### config.mk
export PLATFORM = sky130hd
export DESIGN_NAME = qsu_result_fifo
export DESIGN_NICKNAME = d
export VERILOG_FILES = /design/src/rtl/core/qsu_pkg.sv /design/src/rtl/core/qsu_result_fifo.sv
export SDC_FILE = /design/constraint.sdc
export NUM_CORES = 1
export LEC_CHECK = 0
export ABC_AREA = 1
export ABC_CLOCK_PERIOD_IN_PS = 10200
export BUFFER_PORTS_ARGS = -buffer_cell sky130_fd_sc_hd__buf_2
export CAP_MARGIN = 25
export CORE_MARGIN = 3
export CORE_UTILIZATION = 60
export CTS_CLUSTER_DIAMETER = 50
export DETAILED_ROUTE_END_ITERATION = 10
export GPL_TIMING_DRIVEN = 0
export PLACE_DENSITY = 0.89
export SLEW_MARGIN = 30
export SYNTH_ARGS = -nofsm -noshare
export SYNTH_HDL_FRONTEND = slang
export SYNTH_SLANG_ARGS = --single-unit
### constraint.sdc
create_clock -name clk -period 10.2 [get_ports clk]
set_clock_uncertainty 0.1 [all_clocks]
set_input_delay 1.02 -clock clk [delete_from_list [all_inputs] [get_ports clk]]
set_output_delay 1.02 -clock clk [all_outputs]
set_load 0.01 [all_outputs]
### src/rtl/core/qsu_pkg.sv
// ----------------------------------------------------------------------------
// qsu_pkg: shared types and constants for the quoted string unescaper
// State codes, status codes, character constants and inter-module bundles.
// ----------------------------------------------------------------------------
`default_nettype none

package qsu_pkg;

    typedef enum logic [2:0] {
        MODE_WAIT = 3'd0,
        MODE_BODY = 3'd1,
        MODE_ESC  = 3'd2,
        MODE_SKIP = 3'd3,
        MODE_DIG  = 3'd4
    } mode_t;

    typedef enum logic [1:0] {
        KIND_OCT = 2'd0,
        KIND_X   = 2'd1,
        KIND_U4  = 2'd2,
        KIND_U8  = 2'd3
    } kind_t;

    typedef enum logic [1:0] {
        STAT_BUSY   = 2'd0,
        STAT_DONE   = 2'd1,
        STAT_UNTERM = 2'd2
    } status_t;

    localparam int CH_W      = 21;
    localparam int CHAR_W    = 32;
    localparam int FIFO_DEPTH = 4;
    localparam int FIFO_AW   = $clog2(FIFO_DEPTH);

    // input characters
    localparam logic [CH_W-1:0] CH_QUOTE  = 21'h22;
    localparam logic [CH_W-1:0] CH_BSLASH = 21'h5c;
    localparam logic [CH_W-1:0] CH_NL     = 21'h0a;
    localparam logic [CH_W-1:0] CH_SPACE  = 21'h20;
    localparam logic [CH_W-1:0] CH_TAB    = 21'h09;
    localparam logic [CH_W-1:0] CH_A_LC   = 21'h61;
    localparam logic [CH_W-1:0] CH_B_LC   = 21'h62;
    localparam logic [CH_W-1:0] CH_F_LC   = 21'h66;
    localparam logic [CH_W-1:0] CH_N_LC   = 21'h6e;
    localparam logic [CH_W-1:0] CH_R_LC   = 21'h72;
    localparam logic [CH_W-1:0] CH_T_LC   = 21'h74;
    localparam logic [CH_W-1:0] CH_V_LC   = 21'h76;
    localparam logic [CH_W-1:0] CH_X_LC   = 21'h78;
    localparam logic [CH_W-1:0] CH_U_LC   = 21'h75;
    localparam logic [CH_W-1:0] CH_U_UC   = 21'h55;
    localparam logic [CH_W-1:0] CH_DIG0   = 21'h30;
    localparam logic [CH_W-1:0] CH_DIG7   = 21'h37;
    localparam logic [CH_W-1:0] CH_DIG9   = 21'h39;
    localparam logic [CH_W-1:0] CH_A_UC   = 21'h41;
    localparam logic [CH_W-1:0] CH_F_UC   = 21'h46;

    // decoded characters
    localparam logic [CHAR_W-1:0] OUT_BEL    = 32'h7;
    localparam logic [CHAR_W-1:0] OUT_BS     = 32'h8;
    localparam logic [CHAR_W-1:0] OUT_FF     = 32'hc;
    localparam logic [CHAR_W-1:0] OUT_LF     = 32'ha;
    localparam logic [CHAR_W-1:0] OUT_CR     = 32'hd;
    localparam logic [CHAR_W-1:0] OUT_HT     = 32'h9;
    localparam logic [CHAR_W-1:0] OUT_VT     = 32'hb;
    localparam logic [CHAR_W-1:0] OUT_SPACE  = 32'h20;
    localparam logic [CHAR_W-1:0] OUT_BSLASH = 32'h5c;
    localparam logic [CHAR_W-1:0] OUT_X_LC   = 32'h78;
    localparam logic [CHAR_W-1:0] OUT_U_LC   = 32'h75;
    localparam logic [CHAR_W-1:0] OUT_U_UC   = 32'h55;

    typedef struct packed {
        logic [CHAR_W-1:0] out_char;
        logic              char_valid;
        status_t           status;
        logic              last_of_run;
    } result_t;

    // results of one character, written to the queue together
    typedef struct packed {
        logic [1:0] cnt;
        result_t    r0;
        result_t    r1;
    } push_t;

endpackage

`default_nettype wire

### src/rtl/core/qsu_result_fifo.sv
// ----------------------------------------------------------------------------
// qsu_result_fifo: result queue
// Takes up to two results per cycle while room is high and presents one beat per cycle while out_ready is high.
// ----------------------------------------------------------------------------
`default_nettype none

module qsu_result_fifo
    import qsu_pkg::*;
(
    input  wire logic  clk,
    input  wire logic  rst_n,
    input  wire push_t push,
    output logic       room,
    output logic       out_valid,
    input  wire logic  out_ready,
    output result_t    out_data
);

    localparam int CW = $clog2(FIFO_DEPTH + 1);

    result_t             mem [FIFO_DEPTH];
    logic [FIFO_AW-1:0]  wr_ptr_reg, wr_ptr_next;
    logic [FIFO_AW-1:0]  rd_ptr_reg, rd_ptr_next;
    logic [CW-1:0]       count_reg, count_next;
    logic                pop;

    // room for a two-result beat
    assign room      = (count_reg <= CW'(FIFO_DEPTH - 2));
    assign out_valid = (count_reg != '0);
    assign out_data  = mem[rd_ptr_reg];
    assign pop       = out_valid && out_ready;

    always_comb
    begin
        wr_ptr_next = wr_ptr_reg + FIFO_AW'(push.cnt);
        rd_ptr_next = rd_ptr_reg + FIFO_AW'(pop);
        count_next  = count_reg + CW'(push.cnt) - CW'(pop);
    end

    always_ff @(posedge clk or negedge rst_n)
    begin
        if (!rst_n)
        begin
            wr_ptr_reg <= '0;
            rd_ptr_reg <= '0;
            count_reg  <= '0;
        end
        else
        begin
            wr_ptr_reg <= wr_ptr_next;
            rd_ptr_reg <= rd_ptr_next;
            count_reg  <= count_next;
        end
    end

    always_ff @(posedge clk)
    begin
        if (push.cnt != 2'd0)
        begin
            mem[wr_ptr_reg] <= push.r0;
        end
        if (push.cnt == 2'd2)
        begin
            mem[wr_ptr_reg + FIFO_AW'(1)] <= push.r1;
        end
    end

`ifndef SYNTH
    a_no_overflow: assert property (@(posedge clk) disable iff (!rst_n)
        (push.cnt != 2'd0) |-> room)
        else $error("result queue written without room");

    a_count_bound: assert property (@(posedge clk) disable iff (!rst_n)
        count_reg <= CW'(FIFO_DEPTH))
        else $error("result queue count out of range");

    a_pop_moves: assert property (@(posedge clk) disable iff (!rst_n)
        (pop && push.cnt == 2'd0) |=> (count_reg == $past(count_reg) - CW'(1)))
        else $error("result queue count did not follow a pop");
`endif

endmodule

`default_nettype wire

Word level (Yosys, flattened, before mapping). Memory sizes are Yosys's and may differ from the RTL's. Cells that the tools add are included.

Word-level logic and storage cells: 18. Memories kept: 1. RAM bits: 144. Register bits after elaboration: 7.

Memories: mem (words 4, bits a word 36, rd ports 1, clocked after Yosys merged registers in 0, write ports 2, RTL line qsu_result_fifo.sv:21) `result_t mem [FIFO_DEPTH];`.

Add/subtract/negate cells: 5. Eq/ne operators: 1. Reductions and logical operators: 3. Order comparisons: 1. Mux-type cells: 4.

Operators with widths (count): 1-bit 2-to-1 mux (4); 3-bit by 2-bit adder with 3-bit output (1); 3-bit by 2-bit <= comparator with 1-bit output (second input constant) (1); 3-bit nonzero test (1); 3-bit by 1-bit subtractor with 3-bit output (1); 2-bit by 1-bit adder with 2-bit output (1); 2-bit by 1-bit adder with 2-bit output (second input constant) (1); 2-bit adder (1); 2-bit == test (second input constant) (1); 2-bit nonzero test (1); 1-bit logical AND (1).

Depth between registers and ports, before layout.
Depth in word-level cells: 3. Mapped depth: 9. Depth with buffers taken out: 9.

Worst setup path before layout. OpenSTA, ideal clock, no wires.

Path type: input to register. From: input push[72] (netlist name). To: memory mem[0][0] (netlist name), enable pin. Path buffers: 0. Library setup time: 0.483 ns. Data required time: 9.617 ns. Arrival: 3.794 ns. Path slack: 5.823 ns. Stages on the path: 2. Cell sequence: nor2_1 o31ai_1.

RTL lines: start: declaration (RTL line qsu_result_fifo.sv:12) `input wire push_t push,`; end: declaration (RTL line qsu_result_fifo.sv:21).

==> reports/results.tsv <==
stage	metric	value	unit
outcome	status	completed	
cts	postCtsSetupBuffers	0	
power	total_power	2.76	mW
timing	finalSetupViolations	0	
timing	final.setup.tns	0	ps
finish	areaGrowthSynthToFinish	21.6	%
detailed_routing	routed-via-count	6594	
finish	antennaDiodeCount	0	
timing	setup_repair_after_global_routing_missed_its_margin	no	
detailed_routing	antenna_viol_nets_final	0	
worst_setup_path	criticalPathCategory	reg -> out	
placement	dp_hpwl	13.7	mm
worst_setup_path	rr_startpoint	wr_ptr_reg[0]	
detailed_routing	first_pass_iters	5	
worst_hold_path	worst_hold_path_type	in -> async	
floorplanning	top_level_ports	115	
worst_setup_path	arrival	2240	ps
finish	stdcell_count	1116	
synth	syn_nets	872	
detailed_routing	drc	0	
synth	synth-seq-area-share	59.8	%
floorplanning	design.die.area	0.0139	mm²
timing	tightest_slew	725	ps
cts	cts_buffers	17	
floorplanning	die_width	118	µm
worst_setup_path	setup.worst_path.end_class	primary output	
placement	dp_cells	1084	
detailed_routing	routedWlPerCell	19.1	µm
placement	dpl_cell_area	0.00853	mm²
grt	grt_pass1_vias	6702	
cts	htreeDepth	4	
detailed_routing	avgViaCountPerCell	5.91	
grt	grt_start_max_net_pins	20	
finish	final_nets	1016	
synth	synth.top_cells.by_area	edfxtp_1, o21ai_0, nand2_1, o21ai_1, nor2_1	
grt	grtUsageTotal	31.1	%
cts	post_cts_hold_buffer_count	0	
cts	tritoncts	yes	
finish	stdcell_area	0.00915	mm²
power	ir_drop_worst_vdd	0.162	mV
worst_setup_path	crit_path_max_fanout	10	
timing	final-hold-violation-count	0	
finish	largest_reg_flops	144	
power	static-leakage-power	3.92	nW
floorplanning	die-height	118	µm
cts	cts.clk_slew.worst_paths	60	ps
synth	syn_avg_cell_area	9.52	µm²
detailed_routing	routed_wl	21.3	mm
worst_setup_path	worst_setup_path_start_kind	flip-flop	
timing	holdWs	324	ps
worst_setup_path	reg2reg_setup_slack	7920	ps
synth	synth_top_cells_by_count	nand2_1, edfxtp_1, o21ai_0	
synth	netlist.top_cell.by_area	edfxtp_1	
finish	post_route_cells_drive_above_1_share	23.1	%
synth	synth_cells	791	
synth	post_synth_edffs	144	
floorplanning	rows	40	
grt	grt_pass1_wl	33.8	mm
cts	post_cts_resized	0	
synth	ys_async_sr_fraction	4.64	%
synth	synth_area	0.00753	mm²
timing	final_min_period_over_clock_period	32.9	%
worst_setup_path	worst-r2r-cell-count	7	
synth	most_frequent_cell_after_synthesis	nand2_1	
worst_setup_path	timing.critical_path.required	9080	ps
timing	timing.final.crit_period	3360	ps
grt	grt_antenna_before_repair	0	
synth	area_fraction_of_the_dominant_cell_type_after_synthesis	57.4	%
power	power.density	302	mW/mm²
floorplanning	effective_utilization_at_floorplan	61.9	%
finish	seqCellArea	0.00450	mm²
timing	final_max_slew_viol_count	0	
synth	yosys_warnings	0	
cts	clock_sinks	151	
finish	area_occupied_by_multi_input_gates	0.00257	mm²
flow_run	cap_violations	0	
placement	rd_place_congestion	0.815	
worst_setup_path	r2r_end	mem[2][8]	
placement	port-buffer-count	114	
floorplanning	design.core.area	0.0122	mm²
grt	grt_overflow_total	0	
synth	dominantRegCellSynth	edfxtp_1	
synth	synth_seq_cells	151	
synth	yosys.cell_types.count	26	
cts	root_buffer	clkbuf_16	
cts	ctsLongestPathBuffers	2	
timing	timing.fmax	298	MHz
finish	layout.filler_cells	801	
detailed_routing	drt-initial-drc-count	944	
cts	clk-insertion-delay-late	420	ps
timing	slew_headroom	51.5	%
-- routing by layer --
layer  GRT usage, %  routed length, µm  up-vias
met3           6.58               2210       74
met5              0                  0        -
met1           39.7               7850     3027
met2           52.0              10600      482
li1               -                  -     3011
met4           12.9                673        0
-- metrics by stage --
stage | worst slack [ps] | util [%]
after floorplan | 5820 | -
final | 6840 | 75.3
after global placement | 3680 | 68.3
after detailed placement | 7410 | 70.1
after CTS | 6930 | 75.3
after global routing | 6770 | 75.3
-- kinds of logic (layout without fill, tap and decap cells) --
kind of cell | count (synthesis) | in the layout | synth area share (%)
compound gates | 258 | 258 | 17.8
xor+xnor | 2 | 2 | 0.233
flops | 151 | 151 | 59.8
fa+ha+maj | 4 | 4 | 0.765
buf+inv | 97 | 254 | 6.81
simple gates | 279 | 279 | 14.6
-- worst max-delay path, cell delays in order (launching register included) --
cell and delay, ps:
dfrtp_1 390, inv_2 230, buf_1 450, o21ai_0 180, o21ai_0 360, buf_2 210
-- worst max path at each step --
stage / startpoint / endpoint / slack, ps / cells past startpoint
6_report: rd_ptr_reg[1] / out_data[27] / 6840 / 5
5_1_grt: rd_ptr_reg[1] / out_data[27] / 6770 / 5
4_1_cts: rd_ptr_reg[0] / out_data[27] / 6930 / 5
3_5_place_dp: rd_ptr_reg[0] / out_data[27] / 7410 / 5
3_3_place_gp: push[72] / mem[0][13] / 3680 / 3
2_1_floorplan: push[72] / mem[0][0] / 5820 / 2
-- area by class of cell --
type                            instances  area share [%]
Buffer                                 50            3.68
Clock buffer                           18            4.69
Clock inverter                         14            2.17
Inverter                               47            1.93
Multi-Input combinational cell        543            28.1
Sequential cell                       151            49.2
Tap cell                              168            2.30
Timing Repair Buffer                  125            8.02
-- placed cells by master, fill, tap and decap left out, types with 6 or more instances in the layout --
cell	n
edfxtp_1	144
buf_4	9
nor2_1	112
clkbuf_1	14
inv_2	6
o21ai_1	108
dfrtp_1	7
clkbuf_16	17
nand2_1	157
buf_2	128
buf_6	20
o21ai_2	12
o21ai_0	133
inv_1	41
-- power by group --
group / internal, mW / total, mW / switching (mW)
Sequential: 0.949 / 1.02 / 0.0673
Clock: 0.411 / 0.670 / 0.258
Combinational: 0.358 / 1.08 / 0.721
(Power assumes the default switching activity.)
