==> src/rtl/core/qsu_pkg.sv <==
// ----------------------------------------------------------------------------
// qsu_pkg: shared types and constants for the quoted string unescaper
// State codes, status codes, character constants and inter-module bundles.
// ----------------------------------------------------------------------------
`default_nettype none

package qsu_pkg;

    typedef enum logic [2:0] {
        MODE_WAIT = 3'd0,
        MODE_BODY = 3'd1,
        MODE_ESC  = 3'd2,
        MODE_SKIP = 3'd3,
        MODE_DIG  = 3'd4
    } mode_t;

    typedef enum logic [1:0] {
        KIND_OCT = 2'd0,
        KIND_X   = 2'd1,
        KIND_U4  = 2'd2,
        KIND_U8  = 2'd3
    } kind_t;

    typedef enum logic [1:0] {
        STAT_BUSY   = 2'd0,
        STAT_DONE   = 2'd1,
        STAT_UNTERM = 2'd2
    } status_t;

    localparam int CH_W      = 21;
    localparam int CHAR_W    = 32;
    localparam int FIFO_DEPTH = 4;
    localparam int FIFO_AW   = $clog2(FIFO_DEPTH);

    // input characters
    localparam logic [CH_W-1:0] CH_QUOTE  = 21'h22;
    localparam logic [CH_W-1:0] CH_BSLASH = 21'h5c;
    localparam logic [CH_W-1:0] CH_NL     = 21'h0a;
    localparam logic [CH_W-1:0] CH_SPACE  = 21'h20;
    localparam logic [CH_W-1:0] CH_TAB    = 21'h09;
    localparam logic [CH_W-1:0] CH_A_LC   = 21'h61;
    localparam logic [CH_W-1:0] CH_B_LC   = 21'h62;
    localparam logic [CH_W-1:0] CH_F_LC   = 21'h66;
    localparam logic [CH_W-1:0] CH_N_LC   = 21'h6e;
    localparam logic [CH_W-1:0] CH_R_LC   = 21'h72;
    localparam logic [CH_W-1:0] CH_T_LC   = 21'h74;
    localparam logic [CH_W-1:0] CH_V_LC   = 21'h76;
    localparam logic [CH_W-1:0] CH_X_LC   = 21'h78;
    localparam logic [CH_W-1:0] CH_U_LC   = 21'h75;
    localparam logic [CH_W-1:0] CH_U_UC   = 21'h55;
    localparam logic [CH_W-1:0] CH_DIG0   = 21'h30;
    localparam logic [CH_W-1:0] CH_DIG7   = 21'h37;
    localparam logic [CH_W-1:0] CH_DIG9   = 21'h39;
    localparam logic [CH_W-1:0] CH_A_UC   = 21'h41;
    localparam logic [CH_W-1:0] CH_F_UC   = 21'h46;

    // decoded characters
    localparam logic [CHAR_W-1:0] OUT_BEL    = 32'h7;
    localparam logic [CHAR_W-1:0] OUT_BS     = 32'h8;
    localparam logic [CHAR_W-1:0] OUT_FF     = 32'hc;
    localparam logic [CHAR_W-1:0] OUT_LF     = 32'ha;
    localparam logic [CHAR_W-1:0] OUT_CR     = 32'hd;
    localparam logic [CHAR_W-1:0] OUT_HT     = 32'h9;
    localparam logic [CHAR_W-1:0] OUT_VT     = 32'hb;
    localparam logic [CHAR_W-1:0] OUT_SPACE  = 32'h20;
    localparam logic [CHAR_W-1:0] OUT_BSLASH = 32'h5c;
    localparam logic [CHAR_W-1:0] OUT_X_LC   = 32'h78;
    localparam logic [CHAR_W-1:0] OUT_U_LC   = 32'h75;
    localparam logic [CHAR_W-1:0] OUT_U_UC   = 32'h55;

    typedef struct packed {
        logic [CHAR_W-1:0] out_char;
        logic              char_valid;
        status_t           status;
        logic              last_of_run;
    } result_t;

    // results of one character, written to the queue together
    typedef struct packed {
        logic [1:0] cnt;
        result_t    r0;
        result_t    r1;
    } push_t;

endpackage

`default_nettype wire

==> src/rtl/core/qsu_step.sv <==
// ----------------------------------------------------------------------------
// qsu_step: input register and per-character decode
// Holds one character, decodes it against the escape state and produces
// zero to two results per beat for the result queue.
// ----------------------------------------------------------------------------
`default_nettype none

module qsu_step
    import qsu_pkg::*;
(
    input  wire logic            clk,
    input  wire logic            rst_n,
    input  wire logic            in_valid,
    output logic                 in_ready,
    input  wire logic [CH_W-1:0] in_ch,
    input  wire logic            in_final,
    input  wire logic            room,
    output push_t                push
);

    typedef struct packed {
        logic [1:0]        n;
        logic [CHAR_W-1:0] e0;
        logic [CHAR_W-1:0] e1;
    } slots_t;

    function automatic slots_t add(slots_t s, logic [CHAR_W-1:0] v);
        slots_t r;
        r = s;
        if (s.n == 2'd0)
            r.e0 = v;
        else
            r.e1 = v;
        r.n = s.n + 2'd1;
        return r;
    endfunction

    logic            stage_valid_reg;
    logic [CH_W-1:0] ch_reg;
    logic            fin_reg;

    mode_t             mode_reg, mode_next;
    kind_t             kind_reg, kind_next;
    logic [CHAR_W-1:0] acc_reg, acc_next;
    logic [3:0]        cnt_reg, cnt_next;

    logic              adv;
    logic              is_dec, is_oct, is_lc, is_uc, dig_ok;
    logic [3:0]        dval;
    logic [CHAR_W-1:0] acc_dig;
    logic [3:0]        cnt_inc;
    logic              lim_hit;
    logic              body;
    slots_t            sl;
    status_t           rs;
    logic [CHAR_W-1:0] ch_ext;

    assign adv      = stage_valid_reg && room;
    assign in_ready = !stage_valid_reg || room;
    assign ch_ext   = {{(CHAR_W - CH_W){1'b0}}, ch_reg};

    always_ff @(posedge clk or negedge rst_n)
    begin
        if (!rst_n)
        begin
            stage_valid_reg <= 1'b0;
        end
        else if (in_ready)
        begin
            stage_valid_reg <= in_valid;
        end
    end

    always_ff @(posedge clk)
    begin
        if (in_valid && in_ready)
        begin
            ch_reg  <= in_ch;
            fin_reg <= in_final;
        end
    end

    always_ff @(posedge clk or negedge rst_n)
    begin
        if (!rst_n)
        begin
            mode_reg <= MODE_WAIT;
            kind_reg <= KIND_OCT;
            acc_reg  <= '0;
            cnt_reg  <= '0;
        end
        else if (adv)
        begin
            mode_reg <= mode_next;
            kind_reg <= kind_next;
            acc_reg  <= acc_next;
            cnt_reg  <= cnt_next;
        end
    end

    // digit classification for the current escape kind
    assign is_dec = (ch_reg >= CH_DIG0) && (ch_reg <= CH_DIG9);
    assign is_oct = (ch_reg >= CH_DIG0) && (ch_reg <= CH_DIG7);
    assign is_lc  = (ch_reg >= CH_A_LC) && (ch_reg <= CH_F_LC);
    assign is_uc  = (ch_reg >= CH_A_UC) && (ch_reg <= CH_F_UC);
    assign dig_ok = (kind_reg == KIND_OCT) ? is_oct : (is_dec || is_lc || is_uc);
    assign dval   = is_dec ? ch_reg[3:0] : ch_reg[3:0] + 4'd9;
    assign cnt_inc = (cnt_reg == 4'hf) ? cnt_reg : cnt_reg + 4'd1;

    always_comb
    begin
        acc_dig = '0;
        lim_hit = 1'b0;
        unique case (kind_reg)
            KIND_OCT:
            begin
                acc_dig = {23'd0, acc_reg[5:0], dval[2:0]};
                lim_hit = (cnt_inc >= 4'd3);
            end
            KIND_X:
            begin
                acc_dig = {24'd0, acc_reg[3:0], dval};
                lim_hit = 1'b0;
            end
            KIND_U4:
            begin
                acc_dig = {acc_reg[CHAR_W-5:0], dval};
                lim_hit = (cnt_inc >= 4'd4);
            end
            KIND_U8:
            begin
                acc_dig = {acc_reg[CHAR_W-5:0], dval};
                lim_hit = (cnt_inc >= 4'd8);
            end
            default:
            begin
                acc_dig = '0;
                lim_hit = 1'b0;
            end
        endcase
    end

    always_comb
    begin
        mode_next = mode_reg;
        kind_next = kind_reg;
        acc_next  = acc_reg;
        cnt_next  = cnt_reg;
        sl        = '0;
        rs        = STAT_BUSY;
        body      = 1'b0;

        unique case (mode_reg)
            MODE_BODY:
            begin
                body = 1'b1;
            end
            MODE_SKIP:
            begin
                if (ch_reg != CH_SPACE && ch_reg != CH_TAB)
                begin
                    mode_next = MODE_BODY;
                    body      = 1'b1;
                end
            end
            MODE_ESC:
            begin
                mode_next = MODE_BODY;
                if (ch_reg == CH_A_LC)
                    sl = add(sl, OUT_BEL);
                else if (ch_reg == CH_B_LC)
                    sl = add(sl, OUT_BS);
                else if (ch_reg == CH_F_LC)
                    sl = add(sl, OUT_FF);
                else if (ch_reg == CH_N_LC)
                    sl = add(sl, OUT_LF);
                else if (ch_reg == CH_R_LC)
                    sl = add(sl, OUT_CR);
                else if (ch_reg == CH_T_LC)
                    sl = add(sl, OUT_HT);
                else if (ch_reg == CH_V_LC)
                    sl = add(sl, OUT_VT);
                else if (ch_reg == CH_NL)
                begin
                    sl        = add(sl, OUT_SPACE);
                    mode_next = MODE_SKIP;
                end
                else if (ch_reg == CH_X_LC || ch_reg == CH_U_LC || ch_reg == CH_U_UC)
                begin
                    mode_next = MODE_DIG;
                    acc_next  = '0;
                    cnt_next  = '0;
                    if (ch_reg == CH_X_LC)
                        kind_next = KIND_X;
                    else if (ch_reg == CH_U_LC)
                        kind_next = KIND_U4;
                    else
                        kind_next = KIND_U8;
                end
                else if (is_oct)
                begin
                    mode_next = MODE_DIG;
                    kind_next = KIND_OCT;
                    acc_next  = {29'd0, ch_reg[2:0]};
                    cnt_next  = 4'd1;
                end
                else
                    sl = add(sl, ch_ext);
            end
            MODE_DIG:
            begin
                if (!dig_ok)
                begin
                    // terminator: emit value, then treat it as a body char
                    sl        = add(sl, acc_reg);
                    mode_next = MODE_BODY;
                    body      = 1'b1;
                end
                else if (lim_hit)
                begin
                    sl        = add(sl, acc_dig);
                    mode_next = MODE_BODY;
                    acc_next  = '0;
                    cnt_next  = '0;
                end
                else
                begin
                    acc_next = acc_dig;
                    cnt_next = cnt_inc;
                end
            end
            default:
            begin
                mode_next = (ch_reg == CH_QUOTE) ? MODE_BODY : MODE_WAIT;
            end
        endcase

        if (body)
        begin
            if (ch_reg == CH_QUOTE)
            begin
                rs        = STAT_DONE;
                mode_next = MODE_WAIT;
            end
            else if (ch_reg == CH_BSLASH)
                mode_next = MODE_ESC;
            else
                sl = add(sl, ch_ext);
        end

        // end of input without a closing quote: flush pending escape
        if (fin_reg && rs != STAT_DONE)
        begin
            if (mode_next == MODE_ESC)
                sl = add(sl, OUT_BSLASH);
            else if (mode_next == MODE_DIG)
            begin
                if (cnt_next != 4'd0 || kind_next == KIND_OCT)
                    sl = add(sl, acc_next);
                else if (kind_next == KIND_X)
                    sl = add(sl, OUT_X_LC);
                else if (kind_next == KIND_U4)
                    sl = add(sl, OUT_U_LC);
                else
                    sl = add(sl, OUT_U_UC);
            end
            rs        = STAT_UNTERM;
            mode_next = MODE_WAIT;
            kind_next = KIND_OCT;
            acc_next  = '0;
            cnt_next  = '0;
        end
    end

    always_comb
    begin
        push = '0;
        if (adv)
        begin
            push.cnt = (sl.n == 2'd0 && rs != STAT_BUSY) ? 2'd1 : sl.n;
        end
        push.r0.out_char    = (sl.n != 2'd0) ? sl.e0 : '0;
        push.r0.char_valid  = (sl.n != 2'd0);
        push.r0.last_of_run = (sl.n != 2'd2);
        push.r0.status      = (sl.n != 2'd2) ? rs : STAT_BUSY;
        push.r1.out_char    = sl.e1;
        push.r1.char_valid  = 1'b1;
        push.r1.last_of_run = 1'b1;
        push.r1.status      = rs;
    end

`ifndef SYNTH
    // end of input returns the mode to waiting; a closing quote leaves the digit state as it was
    a_fin_returns_wait: assert property (@(posedge clk) disable iff (!rst_n)
        (adv && fin_reg) |=> (mode_reg == MODE_WAIT))
        else $error("mode not back to waiting after end of input");

    a_no_push_idle: assert property (@(posedge clk) disable iff (!rst_n)
        (!stage_valid_reg || !room) |-> (push.cnt == 2'd0))
        else $error("push without a held character or room");

    a_status_on_last: assert property (@(posedge clk) disable iff (!rst_n)
        (push.cnt == 2'd2) |-> (push.r0.char_valid && push.r0.status == STAT_BUSY
                                && !push.r0.last_of_run))
        else $error("status on a non-final result");
`endif

endmodule

`default_nettype wire

==> config.mk <==
export PLATFORM = sky130hd
export DESIGN_NAME = qsu_step
export DESIGN_NICKNAME = d
export VERILOG_FILES = /design/src/rtl/core/qsu_pkg.sv /design/src/rtl/core/qsu_step.sv
export SDC_FILE = /design/constraint.sdc
export NUM_CORES = 1
export LEC_CHECK = 0
export ABC_AREA = 1
export BUFFER_PORTS_ARGS = -buffer_cell sky130_fd_sc_hd__buf_2
export CAP_MARGIN = 20
export CORE_MARGIN = 2
export CORE_UTILIZATION = 38
export CTS_BUF_LIST = sky130_fd_sc_hd__clkbuf_8
export CTS_CLUSTER_SIZE = 20
export DETAILED_ROUTE_END_ITERATION = 16
export SETUP_SLACK_MARGIN = 0.02
export SYNTH_ARGS = -nofsm -noshare
export SYNTH_HDL_FRONTEND = slang
export SYNTH_SLANG_ARGS = --single-unit
export TNS_END_PERCENT = 10
==> constraint.sdc <==
create_clock -name clk -period 6.6 [get_ports clk]
set_input_delay 1.98 -clock clk [delete_from_list [all_inputs] [get_ports clk]]
set_output_delay 1.98 -clock clk [all_outputs]
set_load 0.01 [all_outputs]
# == Yosys cells after proc, flatten, opt, wreduce, memory -nomap -nowiden ==
# Cells that the tools add are included.
# classes
n_reduce_logical,25
shifts,0
n_bitwise,0
order_cmp,10
n_mux,110
n_addsub,4
div,0
n_eq_ne,29
n_mul,0
# op_table
op,n
32-bit 2-to-1 mux,26
65-bit 2-to-1 mux,12
66-bit 2-to-1 mux,6
21-bit by 7-bit equality test with 1-bit output (second input constant),11
64-bit 2-to-1 mux,3
65-bit one-hot mux with 2 select lines,1
32-bit one-hot mux with 3 select lines,1
32-bit one-hot mux with 2 select lines,1
4-bit 2-to-1 mux,15
3-bit 2-to-1 mux,17
21-bit by 7-bit greater-or-equal comparator with 1-bit output (second input constant),2
21-bit by 6-bit less-or-equal comparator with 1-bit output (second input constant),2
21-bit by 7-bit less-or-equal comparator with 1-bit output (second input constant),2
2-bit 2-to-1 mux,17
21-bit by 4-bit equality test with 1-bit output (second input constant),1
21-bit by 6-bit equality test with 1-bit output (second input constant),1
21-bit by 6-bit greater-or-equal comparator with 1-bit output (second input constant),1
21-bit by 4-bit != test with 1-bit output (second input constant),1
21-bit by 6-bit != test with 1-bit output (second input constant),1
3-bit one-hot mux with 4 select lines,1
2-bit zero test,5
3-bit by 2-bit equality test with 1-bit output (second input constant),3
1-bit logical AND,9
4-bit one-hot mux with 2 select lines,1
21 further kinds,38
# totals
reg_bits,64
word_cells,185
ramBits,0
latchBits,0
romBits,0
mem_count,0

# == Logic depth before layout (Yosys ltp) ==
# Gate-level depths: netlist of the first run.
# depth
depth_word,30
mapped_depth,26
ltp_nobuf,25

# == Least setup slack after synthesis of the first run ==
# OpenSTA, ideal clock, no wires.
# synth_path
path_kind,reg-to-output
from,reg cnt_reg[0]
to,out push[57] in the netlist's numbering
t_arrival_ns,3.391
path_stages_with_launch,21
n_path_buf,1
required_ns,4.620
setup_slack_ns,1.229
path_cell_list,dfrtp_1 ha_1 nand3_1 xor2_1 inv_1 nand3_1 nand3_1 o21ai_1 nand3_1 nand2_1 nand2_1 ha_1 o21ai_2 ha_1 inv_1 nor2_2 inv_1 nor2_2 buf_2 nand3_1 a21oi_1
# synth_rtl
element,line,rtl
start: declaration,qsu_step.sv:45,"logic [3:0] cnt_reg, cnt_next;"
start signal: assignment,qsu_step.sv:97,cnt_reg <= cnt_next;
end: declaration,qsu_step.sv:18,output push_t push

==> summary.md, run 1 <==
| Metric | Value |
|---|---|
| Layout cells sized above 1 | 16.7% |
| H-tree depth | 3 |
| Port Buffers | 98 |
| Min Tclk post-route | 6420 ps |
| Slew margin rel. | 33.5% |
| Worst-skew pair later-pin latency | 370 ps |
| Fillers | 1919 |
| Iteration-0 DRC Markers | 696 |
| Crit. End Element | output port |
| Setup TNS | 0 ps |
| Die area | 0.0188 mm² |
| Clock tree buffer depth | 2 |
| FF-to-FF setup slack | 2540 ps |
| Max Freq | 156 MHz |
| Multi-input logic area | 0.00425 mm² |
| Synth warn | 0 |
| Synthesized area per cell | 5.84 µm² |
| Largest net degree at the start of global routing | 43 |
| Worst-path clk slew | 70 ps |
| Starting Density | 39.0% |
| Max reg flops | 32 |
| Sequential cell area | 0.00171 mm² |
| Initial antenna violation count | 0 |
| Synth cell types | 48 |
| Outcome | finished clean |
| CTS tree | built |
| Tcrit/Tclk final | 97.2% |
| Total Power Consumption | 872 µW |
| Startpoint Class | flop |
| Post-route ant nets | 0 |
| Fin. max-slew vios | 0 |
| DP HPWL | 19800 µm |
| Wire per inst | 18.3 µm |
| Wire length on met2 | 11800 µm |
| Synth Flop Type | dfrtp_1 |
| Post-synth ARST share | 65.6% |
| Post-synth EDFFs | 22 |
| MaxCap Viol Count | 0 |
| Seq cells post-synth | 64 |
| Post-synthesis sequential area ratio | 25.4% |
| First-pass GRT wire length | 40600 µm |
| Met1 WL | 11600 µm |
| Layout area overhead | 14.0% |
| Width of the die | 137 µm |
| Num CTS Buffers | 9 |
| I/O Pins | 101 |
| Num rows | 48 |
| Routed Wire Length | 26700 µm |
| Via count | 8169 |
| Die Ht | 137 µm |
| Worst hold-check path type | reg -> reg |
| CP Data Required Time | 4620 ps |
| CP arrival | 4440 ps |
| Worst-margin pin slew | 997 ps |
| Crit Path Class | reg -> out |
| Total GRT Usage | 28.5% |
| Top sig layer | met4 |
| Clock sink count | 64 |
| Via density | 5.60 |
| Ant diodes | 0 |
| Drt first pass iters | 5 |
| PD cells | 113 mW/mm² |
| Core Footprint | 0.0173 mm² |
| Root buffer cell | clkbuf_8 |
| DRC viols | 0 |
| Routability cong. | 1.02 |
| GR Overflow Total | 0 |
| Met3 wire length | 2160 µm |
| Area of the mapped netlist | 0.00674 mm² |
| Vias in the first global route | 7292 |
| Pleak | 3.72 nW |
| Final setup violating endpoints | 0 |
| Post-Synthesis Cells | 1154 |
| Largest vdd supply drop | 106 µV |
| Clk_skew | 12.9 ps |
| Fin. Hold Viols | 0 |
| Largest fanout on the critical path | 29 |
| Final #Nets | 1262 |
## cells in the mapped netlist, types with 2 or more instances
| library cell | count | area, µm² |
|---|---|---|
| nand2_1 | 329 | 1230 |
| o21ai_0 | 148 | 741 |
| inv_1 | 123 | 462 |
| nand3_1 | 118 | 591 |
| nor2_1 | 112 | 420 |
| dfrtp_1 | 42 | 1050 |
| a21oi_1 | 41 | 205 |
| clkbuf_1 | 35 | 131 |
| o22ai_1 | 25 | 156 |
| edfxtp_1 | 22 | 661 |
| inv_2 | 16 | 60.1 |
| buf_2 | 15 | 75.1 |
| nor2_2 | 14 | 87.6 |
| nand4_1 | 13 | 81.3 |
| nand2_2 | 11 | 68.8 |
| a22oi_1 | 9 | 67.6 |
| o21ai_1 | 9 | 45.0 |
| nor3_1 | 8 | 40.0 |
| ha_1 | 7 | 87.6 |
| a31oi_1 | 6 | 37.5 |
| buf_1 | 5 | 18.8 |
| buf_4 | 5 | 37.5 |
| nor2_4 | 4 | 45.0 |
| xor2_1 | 4 | 35.0 |
| o211ai_1 | 3 | 22.5 |
| a31o_2 | 2 | 17.5 |
| buf_6 | 2 | 22.5 |
| nand2_4 | 2 | 22.5 |
| nand3_2 | 2 | 20.0 |
| o2111ai_1 | 2 | 17.5 |
| o21ai_2 | 2 | 17.5 |
| o21bai_1 | 2 | 15.0 |
## per-stage QoR
stage	cells	util (%)	hold slack (ps)	instance area, µm²	worst slack [ps]
after global placement	1440	42.9	527	7430	646
after detailed placement	1441	43.0	539	7440	562
final	1459	44.4	551	7680	182
after global routing	1459	44.4	589	7680	-2.30
after CTS	1457	44.2	559	7640	155
after floorplan	1155	-	513	6750	1230
## layer usage
metal,vias up,track usage [%]
met4,0,11.2
li1,3937,-
met5,-,0
met2,423,44.1
met3,69,4.78
met1,3740,39.4
## worst max-delay path, cell delays in order, from the launching register on
cell	delay (ps)
edfxtp_1	620
inv_1	250
nor2_1	170
nand2_1	130
nor2_1	140
nand3_1	100
nand3_1	90
nand2_1	70
nand3_2	120
nand2_2	210
nand2_2	140
nand2_4	70
nand2_2	130
nand2_2	200
a21oi_4	240
inv_2	60
nand2_1	70
o21ai_2	100
nand2_4	130
clkinv_2	370
a21oi_1	440
buf_2	200
## placed cells by master, fill, tap and decap left out, types with 4 or more instances in the layout
master      n
nand4_1    13
o22ai_1    25
inv_1     123
nand3_1   117
nor2_2     13
dfrtp_1    42
a22oi_1     9
clkinv_2    4
edfxtp_1   22
a21oi_1    40
o21ai_0   148
clkbuf_8   10
ha_1        7
nor3_1      8
nand2_1   328
nand2_2    12
buf_4      24
nor2_4      5
buf_2      98
xor2_1      4
a31oi_1     6
inv_2      16
nor2_1    112
o21ai_1     8
## power breakdown
part           leakage [nW]  internal (mW)  total, mW  switching [mW]
sequential            0.793          0.421      0.433          0.0122
combinational          2.82         0.0202     0.0752          0.0550
clock                 0.108          0.183      0.363           0.180
total                  3.72          0.625      0.872           0.247
## area by class of cell
type | count | share of cell area (%)
multi-input cells | 888 | 55.3
flip-flops and latches | 64 | 22.3
repair buffers | 125 | 9.33
inverters | 141 | 6.92
well taps | 225 | 3.66
clock buffers | 10 | 1.79
clock inverters | 6 | 0.765
## path summary, 6_finish.rpt
path                             startpoint               to  depth (start not counted)
worst min register to register  acc_reg[28]      acc_reg[28]                          2
worst min-delay path            acc_reg[28]      acc_reg[28]                          2
worst max-delay path              ch_reg[5]         push[40]                         21
min in group asynchronous             rst_n      mode_reg[1]                          2
worst max register to register    ch_reg[5]       acc_reg[1]                         18
max in group asynchronous             rst_n  stage_valid_reg                          2
## kinds of logic after synthesis
family / count (synthesis) / synth area share [%]
simple gates: 619 / 39.6
compound gates: 255 / 20.8
buf+inv: 203 / 12.1
flops: 64 / 25.4
fa+ha+maj: 7 / 1.30
xor+xnor: 5 / 0.761
other cells: 1 / 0.0556
## what timing repair did
action | 4_1_cts | 5_1_grt
gates resized for setup | 0 | 6
hold buffers | 0 | 0
endpoints found under the setup margin | 0 | 42
setup buffers | 0 | 2
Note: power is estimated with default switching activity, not from simulation.
==> run 2, diff against run 1 <==
Settings changed: CORE_UTILIZATION 38 to 60, PLACE_DENSITY_LB_ADDON set to 0.08, TNS_END_PERCENT 10 to 20.
==> run 2 against run 1 <==
Compared with the run above: die area fell by 36%; cell count fell by 5.6%; clock power rose by 1%; utilization rose by 25 points; via count rose by 3.8%.
==> summary.md, run 2 (synthesis results as in run 1) <==
| Metric | Value |
|---|---|
| Pleak | 3.73 nW (+0.33%) |
| Slew margin rel. | 36.5% (+3.0 points) |
| Hold Startpoint | stage_valid_reg |
| Layout area overhead | 12.7% |
| Core Util, Final | 69.8% (+25 points) |
| Total GRT Usage | 41.0% (+13 points) |
| H-tree depth | 3 (unchanged) |
| Cell Area, Placed | 0.00725 mm² (-2.5%) |
| Worst-path clk slew | 100 ps (+30 ps) |
| Gr busiest metal | met2 |
| Hold Buf Count CTS | 0 (unchanged) |
| Root buffer cell | clkbuf_8 |
| I/O Pins | 101 (unchanged) |
| Num CTS Buffers | 9 (unchanged) |
| Met2 GRT Util | 62.1% (+18 points) |
| Critical path cell sequence | nor2_1 > nand3_1 > inv_1 > nand3_1 > nand3_1 > nand2_1 > nand3_2 > nand3_1 > nand2_1 > nand2_1 > ha_1 > o21ai_2 > ha_1 > inv_1 > nor2_2 > inv_1 > nor2_4 > buf_2 > nand3_1 > a21oi_1 > buf_2 |
| Tcrit/Tclk final | 96.7% (-0.57 points) |
| Clk_skew | 29.8 ps (+16.8 ps) |
| Drt first pass iters | 9 (+4) |
| DP HPWL | 17600 µm (-11%) |
| Via count | 8477 (+3.8%) |
| Worst-skew pair later-pin latency | 400 ps (+30 ps) |
| Clock sink count | 64 (unchanged) |
| Largest vdd supply drop | 148 µV (+40%) |
| Die Ht | 110 µm (-20%) |
| Worst-margin pin slew | 951 ps (-45.5 ps) |
| MaxCap Viol Count | 0 (unchanged) |
| Worst hold-check path type | reg -> reg |
| Setup TNS | 0 ps (unchanged) |
| Layout cells sized above 1 | 17.0% (+0.28 points) |
| Width of the die | 110 µm (-20%) |
| First-pass GRT wire length | 37600 µm (-7.2%) |
| Vias in the first global route | 7194 (-1.3%) |
| Total Power Consumption | 881 µW (+1.1%) |
| Final setup violating endpoints | 0 (unchanged) |
| Port Buffers | 98 (unchanged) |
| Routability cong. | 1.07 (+4.8%) |
| Fin. max-slew vios | 0 (unchanged) |
| Initial antenna violation count | 0 (unchanged) |
| Min Tclk post-route | 6380 ps (-37.9 ps) |
| FF-to-FF setup slack | 2670 ps (+130 ps) |
| Post-route ant nets | 0 (unchanged) |
| Max Freq | 157 MHz (+0.59%) |
| Ant diodes | 0 (unchanged) |
| Post-route design area | 0.00760 mm² (-1.1%) |
| Routed Wire Length | 24700 µm (-7.2%) |
| Max reg flops | 32 (unchanged) |
| Most frequent cells in the layout | nand2_1 (327), o21ai_0 (148), inv_1 (122) |
| GR Overflow Total | 0 (unchanged) |
| RSZ-0062 raised after global routing | no |
| Fin. Hold Viols | 0 (unchanged) |
| Outcome | finished clean |
| Fillers | 989 (-48%) |
| Die area | 0.0121 mm² (-36%) |
| Reg2reg start | ch_reg[18] |
| CP max-delay cell | edfxtp_1 |
| Crit path largest cell delay | 450 ps (-170 ps) |
| Met3 Use GR | 9.23% (+4.4 points) |
| Crit. End Element | output port |
| DRC viols | 0 (unchanged) |
| Core Footprint | 0.0109 mm² (-37%) |
| Crit Path Class | reg -> out |
| CP arrival | 4400 ps (-40 ps) |
| Largest net degree at the start of global routing | 65 (+51%) |
| Iteration-0 DRC Markers | 1597 (+130%) |
| Startpoint Class | flop |
| Final #Nets | 1265 (+0.24%) |
| Starting Density | 61.9% (+23 points) |
| CP Data Required Time | 4620 ps (about the same) |
| Cells after DPL | 1346 (-6.6%) |
| Worst path most repeated cell | nand3_1 |
| PD cells | 116 mW/mm² (+2.2%) |
| Clock tree buffer depth | 2 (unchanged) |
| Via density | 6.16 (+9.9%) |
| Commonest non-fill, non-tap cell in the layout | nand2_1 |
| Launch point of the worst path | ch_reg[18] |
| Fin cells | 1377 (-5.6%) |
| Num rows | 38 (-21%) |
| Wire per inst | 18.0 µm (-1.7%) |
| CTS tree | built |
| Routing usage on met1 | 56.4% (+17 points) |
| Largest fanout on the critical path | 7 (-76%) |
run 2: path summary, 6_finish.rpt:
path	to	cells past startpoint
max reg2reg	acc_reg[2]	17
min reg2reg	stage_valid_reg	2
max in group asynchronous	stage_valid_reg	2
min in group asynchronous	mode_reg[1]	1
max	push[48]	21
min	stage_valid_reg	2
run 2: routing by layer:
| layer | vias up | wire length [µm] |
|---|---|---|
| met2 | 658 | 10800 |
| met3 | 125 | 3260 |
| met1 | 3764 | 9560 |
| met4 | 0 | 1150 |
| met5 | - | 0 |
| li1 | 3930 | - |
run 2: through the flow:
| step | setup slack [ps] | hold slack [ps] |
|---|---|---|
| final | 220 | 546 |
| after global routing | 12.0 | 590 |
| after CTS | 66.8 | 544 |
| after detailed placement | 494 | 525 |
| after global placement | 526 | 522 |
| after floorplan | 1230 | 513 |
run 2: worst max-delay path, delay by kind of cell, from the launching register on:
family,cells,cell delay (ps)
adder cells (fa/ha/maj),2,510
AO/OA/AOI/OAI,2,380
AND/OR/NAND/NOR,12,1760
flip-flops,1,450
buffers and inverters,5,890
run 2: report_power, final:
group | leakage, nW | total (mW) | internal (mW) | switching [mW]
Sequential | 0.793 | 0.434 | 0.421 | 0.0125
Combinational | 2.83 | 0.0790 | 0.0236 | 0.0553
Clock | 0.108 | 0.368 | 0.183 | 0.185
run 2: final cells by class:
| type | count | area [µm²] | area share, % |
|---|---|---|---|
| clock buffers | 10 | 138 | 1.81 |
| well taps | 140 | 175 | 2.31 |
| repair buffers | 128 | 742 | 9.76 |
| multi-input cells | 888 | 4240 | 55.8 |
| flip-flops and latches | 64 | 1710 | 22.5 |
| inverters | 141 | 531 | 6.98 |
| clock inverters | 6 | 58.8 | 0.774 |
run 2: repair_timing:
| action | 4_1_cts | 5_1_grt |
|---|---|---|
| setup buffers | 0 | 13 |
| endpoints found under the setup margin | 0 | 31 |
| gates resized for setup | 0 | 5 |
